File: src/hdl/slack_coalescing_timer_queue_unit_macros.svh
// Assertion macros shared by the timer queue RTL.
`ifndef SLACK_COALESCING_TIMER_QUEUE_UNIT_MACROS_SVH
`define SLACK_COALESCING_TIMER_QUEUE_UNIT_MACROS_SVH

// Checked only outside reset.
`define SCQ_ASSERT(lbl, prop, msg) \
  lbl: assert property (@(posedge clk) disable iff (!rst_n) prop) else $error(msg);

// Checked at every edge, reset included.
`define SCQ_ASSERT_ALWAYS(lbl, prop, msg) \
  lbl: assert property (@(posedge clk) prop) else $error(msg);

`endif

File: src/hdl/scq_pkg.sv
// Types, constants and helper functions of the timer queue.
`default_nettype none
package scq_pkg;
  localparam int TIMER_SLOTS = 16;
  localparam int IDX_W = $clog2(TIMER_SLOTS);
  localparam int CNT_W = $clog2(TIMER_SLOTS + 1);
  localparam int ID_W = 4;

  localparam logic signed [63:0] TIME_INF = 64'sh7FFF_FFFF_FFFF_FFFF;
  localparam logic signed [63:0] TIME_MIN = 64'sh8000_0000_0000_0000;

  localparam logic [2:0] K_SET     = 3'd0;
  localparam logic [2:0] K_CANCEL  = 3'd1;
  localparam logic [2:0] K_TICK    = 3'd2;
  localparam logic [2:0] K_PRE_SET = 3'd3;
  localparam logic [2:0] K_PRE_CLR = 3'd4;
  localparam logic [2:0] K_THAW    = 3'd5;

  localparam logic [2:0] RK_FIRED = 3'd0;
  localparam logic [2:0] RK_PRE   = 3'd1;
  localparam logic [2:0] RK_PROG  = 3'd2;
  localparam logic [2:0] RK_STOP  = 3'd3;
  localparam logic [2:0] RK_DONE  = 3'd4;
  localparam logic [2:0] RK_ERR   = 3'd5;

  localparam logic [1:0] ORD_NOP = 2'd0;
  localparam logic [1:0] ORD_INS = 2'd1;
  localparam logic [1:0] ORD_REM = 2'd2;

  typedef struct packed {
    logic [1:0]        op;
    logic [IDX_W-1:0]  pos;
    logic [ID_W-1:0]   id;
    logic signed [63:0] tm;
  } ord_cmd_t;

  function automatic logic signed [63:0] sat_sub(input logic signed [63:0] a,
                                                 input logic signed [63:0] b);
    logic signed [63:0] r;
    r = a - b;
    if (a[63] != b[63] && r[63] != a[63]) r = a[63] ? TIME_MIN : TIME_INF;
    return r;
  endfunction

  function automatic logic [62:0] mag63(input logic signed [63:0] s);
    logic signed [63:0] n;
    n = -s;
    if (s == TIME_MIN) return '1;
    return s[63] ? n[62:0] : s[62:0];
  endfunction
endpackage
`default_nettype wire

File: src/hdl/scq_order.sv
// Sorted queue store: ids and times by position, shift insert and remove.
`default_nettype none
module scq_order (
  input  wire logic                       clk,
  input  wire logic                       rst_n,
  input  wire scq_pkg::ord_cmd_t          cmd,
  input  wire logic [scq_pkg::IDX_W-1:0]  rd_idx,
  input  wire logic [scq_pkg::ID_W-1:0]   find_id,
  output logic signed [63:0]              rd_time,
  output logic [scq_pkg::ID_W-1:0]        head_id,
  output logic signed [63:0]              head_time,
  output logic [scq_pkg::IDX_W-1:0]       find_pos,
  output logic [scq_pkg::CNT_W-1:0]       cnt
);
  import scq_pkg::*;

  logic [ID_W-1:0]    ids_r  [TIMER_SLOTS];
  logic signed [63:0] tms_r  [TIMER_SLOTS];
  logic [CNT_W-1:0]   cnt_r;

  always_ff @(posedge clk) begin
    if (!rst_n) begin
      cnt_r <= '0;
    end else if (cmd.op == ORD_INS) begin
      cnt_r <= cnt_r + 1'b1;
    end else if (cmd.op == ORD_REM) begin
      cnt_r <= cnt_r - 1'b1;
    end
  end

  for (genvar g = 0; g < TIMER_SLOTS; g++) begin : g_slot
    logic [ID_W-1:0]    prv_id, nxt_id;
    logic signed [63:0] prv_tm, nxt_tm;
    if (g > 0) begin : g_prv
      assign prv_id = ids_r[g-1];
      assign prv_tm = tms_r[g-1];
    end else begin : g_prv0
      assign prv_id = '0;
      assign prv_tm = '0;
    end
    if (g < TIMER_SLOTS - 1) begin : g_nxt
      assign nxt_id = ids_r[g+1];
      assign nxt_tm = tms_r[g+1];
    end else begin : g_nxt0
      assign nxt_id = '0;
      assign nxt_tm = '0;
    end
    always_ff @(posedge clk) begin
      if (cmd.op == ORD_INS) begin
        if (IDX_W'(g) == cmd.pos) begin
          ids_r[g] <= cmd.id;
          tms_r[g] <= cmd.tm;
        end else if (IDX_W'(g) > cmd.pos) begin
          ids_r[g] <= prv_id;
          tms_r[g] <= prv_tm;
        end
      end else if (cmd.op == ORD_REM && IDX_W'(g) >= cmd.pos) begin
        ids_r[g] <= nxt_id;
        tms_r[g] <= nxt_tm;
      end
    end
  end

  always_comb begin
    find_pos = '0;
    for (int k = 0; k < TIMER_SLOTS; k++) begin
      if (CNT_W'(k) < cnt_r && ids_r[k] == find_id) find_pos = IDX_W'(k);
    end
  end

  assign rd_time   = tms_r[rd_idx];
  assign head_id   = ids_r[0];
  assign head_time = tms_r[0];
  assign cnt       = cnt_r;
endmodule
`default_nettype wire

File: config.mk
export PLATFORM = sky130hd
export DESIGN_NAME = scq_order
export DESIGN_NICKNAME = d
export VERILOG_FILES = /design/src/hdl/slack_coalescing_timer_queue_unit_macros.svh /design/src/hdl/scq_pkg.sv /design/src/hdl/scq_order.sv
export SDC_FILE = /design/constraint.sdc
export NUM_CORES = 2
export LEC_CHECK = 0
export BUFFER_PORTS_ARGS = -buffer_cell sky130_fd_sc_hd__buf_2
export CAP_MARGIN = 20
export CORE_MARGIN = 10
export CORE_UTILIZATION = 35
export CTS_BUF_LIST = sky130_fd_sc_hd__clkbuf_4 sky130_fd_sc_hd__clkbuf_8
export DETAILED_ROUTE_END_ITERATION = 8
export PLACE_DENSITY = 0.59
export SYNTH_ARGS = -nofsm -noshare
export SYNTH_HDL_FRONTEND = slang
export SYNTH_SLANG_ARGS = --single-unit
File: constraint.sdc
create_clock -name clk -period 14.43 [get_ports clk]
set_input_delay 0 -clock clk [delete_from_list [all_inputs] [get_ports clk]]
set_output_delay 0 -clock clk [all_outputs]
set_load 0.1 [all_outputs]
* Word level (Yosys, flattened, before mapping) *
Memories as Yosys holds them, arrays and structs flattened.
Cells that the tools add are included.

cells by class
  reduce and logical (&&, ||, !) cells = 33
  bitwise logic cells = 64
  magnitude comparators = 47
  equality and inequality tests = 32
  multiplexer cells = 241
  add/subtract/negate cells = 2

operators with widths
  cell                   number
  $mux W64               32
  $mux W4                46
  $mux W1                161
  $or A1 B1 Y1           64
  $eq A4 B4 Y1           15
  $lt A4 B5 Y1 const A   8
  $eq A4 B4 Y1 const A   8
  $ge A4 B4 Y1 const A   8
  $gt A4 B4 Y1 const A   8
  $logic_and A1 B1 Y1    31
  $lt A3 B5 Y1 const A   4
  $eq A3 B4 Y1 const A   4
  $ge A3 B4 Y1 const A   4
  $gt A3 B4 Y1 const A   4
  $lt A2 B5 Y1 const A   2
  $mux W5                2
  $eq A2 B4 Y1 const A   2
  $ge A1 B4 Y1 const A   2
  $ge A2 B4 Y1 const A   2
  $gt A1 B4 Y1 const A   2
  $gt A2 B4 Y1 const A   2
  $add A5 B1 Y5 const B  1
  $lt A1 B5 Y1 const A   1
  $sub A5 B1 Y5 const B  1
  other kinds (5)        5

word-level totals
  register bits = 5
  word-level logic and storage cells = 422
  bits of input ports = 84
  RAM bits = 1,088
  memories = 2
  output and inout port bits = 141

memory list
  name   depth  width  read ports  clocked after memory_dff  wr ports  RTL line         text
  tms_r  16     64     17          0                         16        scq_order.sv:18  logic signed [63:0] tms_r [TIMER_SLOTS];
  ids_r  16     4      16          0                         16        scq_order.sv:17  logic [ID_W-1:0] ids_r [TIMER_SLOTS];

* Longest topological paths before layout *
An unclocked memory read counts as a cell.

  depth after elaboration = 18
  depth in mapped cells = 13
  depth with buffers taken out = 8

* Worst setup path after synthesis *
OpenSTA, ideal clock, no wires.

  path kind = input-to-reg
  start point = input port cmd[73] in the netlist's numbering
  end point = memory ids_r[2][2] (netlist: ids_r[0][10]) (enable)
  path buffers = 3
  arrival time = 5.827 ns
  slack = 8.025 ns
  cell stages on the path = 8
  library setup time = 0.578 ns
  required time = 13.852 ns
  cell sequence = inv_1 > ha_1 > buf_2 > clkbuf_1 > nor2_1 > or2_2 > clkbuf_1 > nor3_1

RTL lines
  element          RTL line         text
  start, declared  scq_order.sv:6   input wire scq_pkg::ord_cmd_t cmd,
  end, declared    scq_order.sv:17

* Final worst setup path *
  start point = input port rd_idx[0] in the netlist's numbering
  end point = output port rd_time[48]

between the ends
  longest elaborated chain between the ends = 1

ends and longest elaborated chain
  element          RTL line        text
  start, declared  scq_order.sv:7  input wire logic [scq_pkg::IDX_W-1:0] rd_idx,
  $mem_v2 Z16 W64  --
  end, declared    scq_order.sv:9  output logic signed [63:0] rd_time,

No other way between the ends.

==> metrics.cfg <==
[drt]
vias_per_cell=5.893
vias_post_dr=46680
wl_per_cell_um=28.71
post-route-drc-count=0
antenna_left=0
drt_pass1_iterations=6
detail_route.iter0.violations=5453
wirelength_um=227400

[worst_setup_path]
worstPathCellList=buf_8 -> buf_4 -> buf_4 -> mux4_2 -> mux4_2 -> buf_2
worstSetupEndpointType=output port
cp_data_required_time_ps=14430
slowest_delay_ps=830
critical_path_peak_fanout=74
startpoint_type=input pin
r2r.worst_path.cells=6
critPathTopFamily=buffers and inverters
worstSetupPathDepth=6
critical_path.n_buffers_inverters=4
cpMaxStageDelayCell=sky130_fd_sc_hd__buf_4
timing.critical_path.arrival_ps=4030
path_class=input pin to output port

[global_routing]
globalRouteTotalUtil=0.2235
gr-total-overflow=0
grt_max_degree=87
global_route_wire_length_before_repair_um=330200
vias_in_the_first_global_route=46200
antenna_found_initial=28

[die]
number_of_i_o_pins=225
placementRows=155
die_w_um=444.0
die_area_um2=197100
start_util=0.3523
core_area_um2=178600
die_h_um=444.0

[timing]
finalClockSkew_ps=59.13
clock.fmax_mhz=248.1
fin_hold_ws_ps=118.9
drv_slew=0
worst_pin_slew_ps=1194
number_of_failing_hold_endpoints_at_the_final_stage=0
timing.final.crit_period_ps=4031
final_min_period_over_clock_period=0.2793
grt_setup_unrepaired=no
setup_viol_count_final=0
totalNegativeSetupSlack_ps=0
worst_slew_margin_relative_to_its_limit=0.2038

[clock_tree]
number_of_h_tree_levels=4
cts_root_buffer=sky130_fd_sc_hd__clkbuf_8
worst_setup_hold_path_clk_slew_ps=60
cts_post_setup_buffers_inserted=0
tritoncts_num_sinks=1093
cts_max_path_buffers=3
clk-insertion-delay-late_ps=980
cts_inserted_buffers=185
tritoncts=done

[final_layout]
nFillCells=17000
finalNetCount=5496
postLayoutCoreUtil=0.3945
sequential_cell_area_um2=32770
area_used_by_multi_input_combinational_logic_um2=28460
layout-area-overhead-vs-synth_pct=11.99
fraction_of_final_layout_cells_with_drive_strength_greater_than_1=0.1848

[place]
count_of_port_buffers_added_during_placement=224
dp.final_hpwl_um=131800
gp_congestion=0.7926

[synthesis]
yosys_most_used_dff=sky130_fd_sc_hd__edfxtp_1
synth.yosys.warnings=0
synthCells=5336
synth_seq_cells=1093
synthArstFlopShare=0
netlist_area_um2=62920
syn_nets=5426
ys_seq_area_frac=0.5208
syn_area_cell_um2=11.79
synth_enable_flop_cells=1088
post_synth_num_cell_types=51

[flow_run]
max-cap-violations=0

[power]
leakagePower_nw=26.64
power-per-cell-area_nw_per_um2=115.8
vdd.ir_drop.worst_mv=0.09992

[worst_hold_path]
holdCritPathClass=input pin to register
holdPathStages=4

[run_status]
outcome=finished, final reports clean

placed cells by master (no fill, tap or decap), types with 7 or more instances in the layout:
master                          instances
sky130_fd_sc_hd__nor2_1               270
sky130_fd_sc_hd__mux2_1                20
sky130_fd_sc_hd__buf_2                220
sky130_fd_sc_hd__edfxtp_1            1088
sky130_fd_sc_hd__o21ai_0              693
sky130_fd_sc_hd__nand4_1                8
sky130_fd_sc_hd__a21oi_1              283
sky130_fd_sc_hd__nor2_4                10
sky130_fd_sc_hd__dlygate4sd3_1         75
sky130_fd_sc_hd__xnor2_1               34
sky130_fd_sc_hd__nand2_4               10
sky130_fd_sc_hd__mux2i_1              885
sky130_fd_sc_hd__and2_1                 7
sky130_fd_sc_hd__buf_4                 90
sky130_fd_sc_hd__diode_2               15
sky130_fd_sc_hd__mux2_2                48
sky130_fd_sc_hd__xor2_1                29
sky130_fd_sc_hd__a31oi_1               57
sky130_fd_sc_hd__mux4_2               320
sky130_fd_sc_hd__clkbuf_4              78
sky130_fd_sc_hd__clkbuf_8             188
sky130_fd_sc_hd__clkinv_2               7
sky130_fd_sc_hd__a21oi_4                9
sky130_fd_sc_hd__nand2_1              964
sky130_fd_sc_hd__clkinv_1              42
sky130_fd_sc_hd__nor3_1                 7
sky130_fd_sc_hd__a22oi_1               12
tightest hold or removal path, delay by kind of cell:
| kind | cells | cell delay, ps |
|---|---|---|
| buf+inv | 2 | 760 |
| simple gates | 1 | 90 |
| compound gates | 1 | 60 |
cells in the mapped netlist, types with 2 or more instances:
cell,n,area [um2]
sky130_fd_sc_hd__mux2_1,20,225.2
sky130_fd_sc_hd__nand2_1,974,3656
sky130_fd_sc_hd__edfxtp_1,1088,32670
sky130_fd_sc_hd__nand4_1,8,50.05
sky130_fd_sc_hd__nor2_1,281,1055
sky130_fd_sc_hd__nor2b_1,4,25.02
sky130_fd_sc_hd__nor4_1,6,37.54
sky130_fd_sc_hd__a21oi_1,291,1456
sky130_fd_sc_hd__xnor2_1,34,297.8
sky130_fd_sc_hd__a21o_1,2,15.01
sky130_fd_sc_hd__o21a_1,2,15.01
sky130_fd_sc_hd__buf_2,72,360.4
sky130_fd_sc_hd__mux4_2,320,7207
sky130_fd_sc_hd__o21ai_0,693,3468
sky130_fd_sc_hd__buf_4,6,45.04
sky130_fd_sc_hd__buf_1,72,270.3
sky130_fd_sc_hd__mux2_2,48,540.5
sky130_fd_sc_hd__mux2i_1,885,8859
sky130_fd_sc_hd__inv_1,8,30.03
sky130_fd_sc_hd__dfxtp_1,5,100.1
sky130_fd_sc_hd__buf_8,2,30.03
sky130_fd_sc_hd__a22oi_1,12,90.09
sky130_fd_sc_hd__nand3_1,6,30.03
sky130_fd_sc_hd__or3_1,7,43.79
sky130_fd_sc_hd__clkbuf_1,353,1325
sky130_fd_sc_hd__a21boi_0,3,22.52
sky130_fd_sc_hd__a31oi_1,58,362.9
sky130_fd_sc_hd__nor3_1,9,45.04
sky130_fd_sc_hd__a211oi_1,2,15.01
sky130_fd_sc_hd__nand2b_1,4,25.02
sky130_fd_sc_hd__buf_6,2,22.52
sky130_fd_sc_hd__xor2_1,29,254.0
sky130_fd_sc_hd__and2_1,7,43.79
sky130_fd_sc_hd__ha_1,6,75.07
routing by layer:
metal | wire [um] | GRT usage | up-vias
met5 | 49 | 0 | -
met4 | 11300 | 0.1032 | 8
met3 | 19360 | 0.04331 | 573
met2 | 109800 | 0.3747 | 2557
met1 | 86860 | 0.2778 | 23430
li1 | - | - | 20110
power breakdown:
part | switching, mW | total (mW) | internal [mW] | leakage (nW)
logic | 0.958 | 1.40 | 0.440 | 14.5
clock network | 1.39 | 2.84 | 1.45 | 1.89
registers | 0.150 | 3.92 | 3.77 | 10.3
total | 2.50 | 8.16 | 5.66 | 26.6
cell families (layout without fill, tap and decap cells):
logic type,Yosys count,count (layout),synth area share
simple gates,1315,1315,0.08103
mux,1273,1273,0.2675
flops,1093,1093,0.5208
compound gates,1071,1071,0.08756
buf+inv,515,730,0.03311
xor+xnor,63,63,0.008770
fa+ha+maj,6,6,0.001193
other cells,0,15,0
worst paths after layout:
check,from,end,slack [ps]
setup / recovery,rd_idx[0],rd_time[48],10400
hold / removal,cmd[51],tms_r[15][51],120
setup reg to reg,cnt[1],cnt[4],12500
hold reg to reg,tms_r[15][12],tms_r[14][12],540
state kept, by name (all words and copies together) (netlist names):
register,flops
ids_r,64
cnt,5
tms_r,1024
metrics by stage:
step	power, mW	instance area, um2	cells	setup slack, ps
final	8.162	70470	7921	10400
after global routing	8.426	70450	7916	10200
after CTS	8.189	70400	7905	10350
after detailed placement	5.351	66040	7498	10020
after global placement	5.325	66030	7497	10060
after floorplan	4.907	62920	5336	8025
layout make-up:
cell class,instances,area share
Antenna cell,15,0.0005327
Sequential cell,1093,0.4651
Timing Repair Buffer,390,0.03706
Clock buffer,266,0.04503
Inverter,8,0.0004972
Multi-Input combinational cell,3728,0.4038
Clock inverter,66,0.006161
Tap cell,2355,0.04182
repair_timing:
item	CTS	global route
gates resized for setup	0	0
hold buffers	75	0
endpoints found under the hold margin	1120	0
No activity file was read; power rests on OpenSTA's default activity.
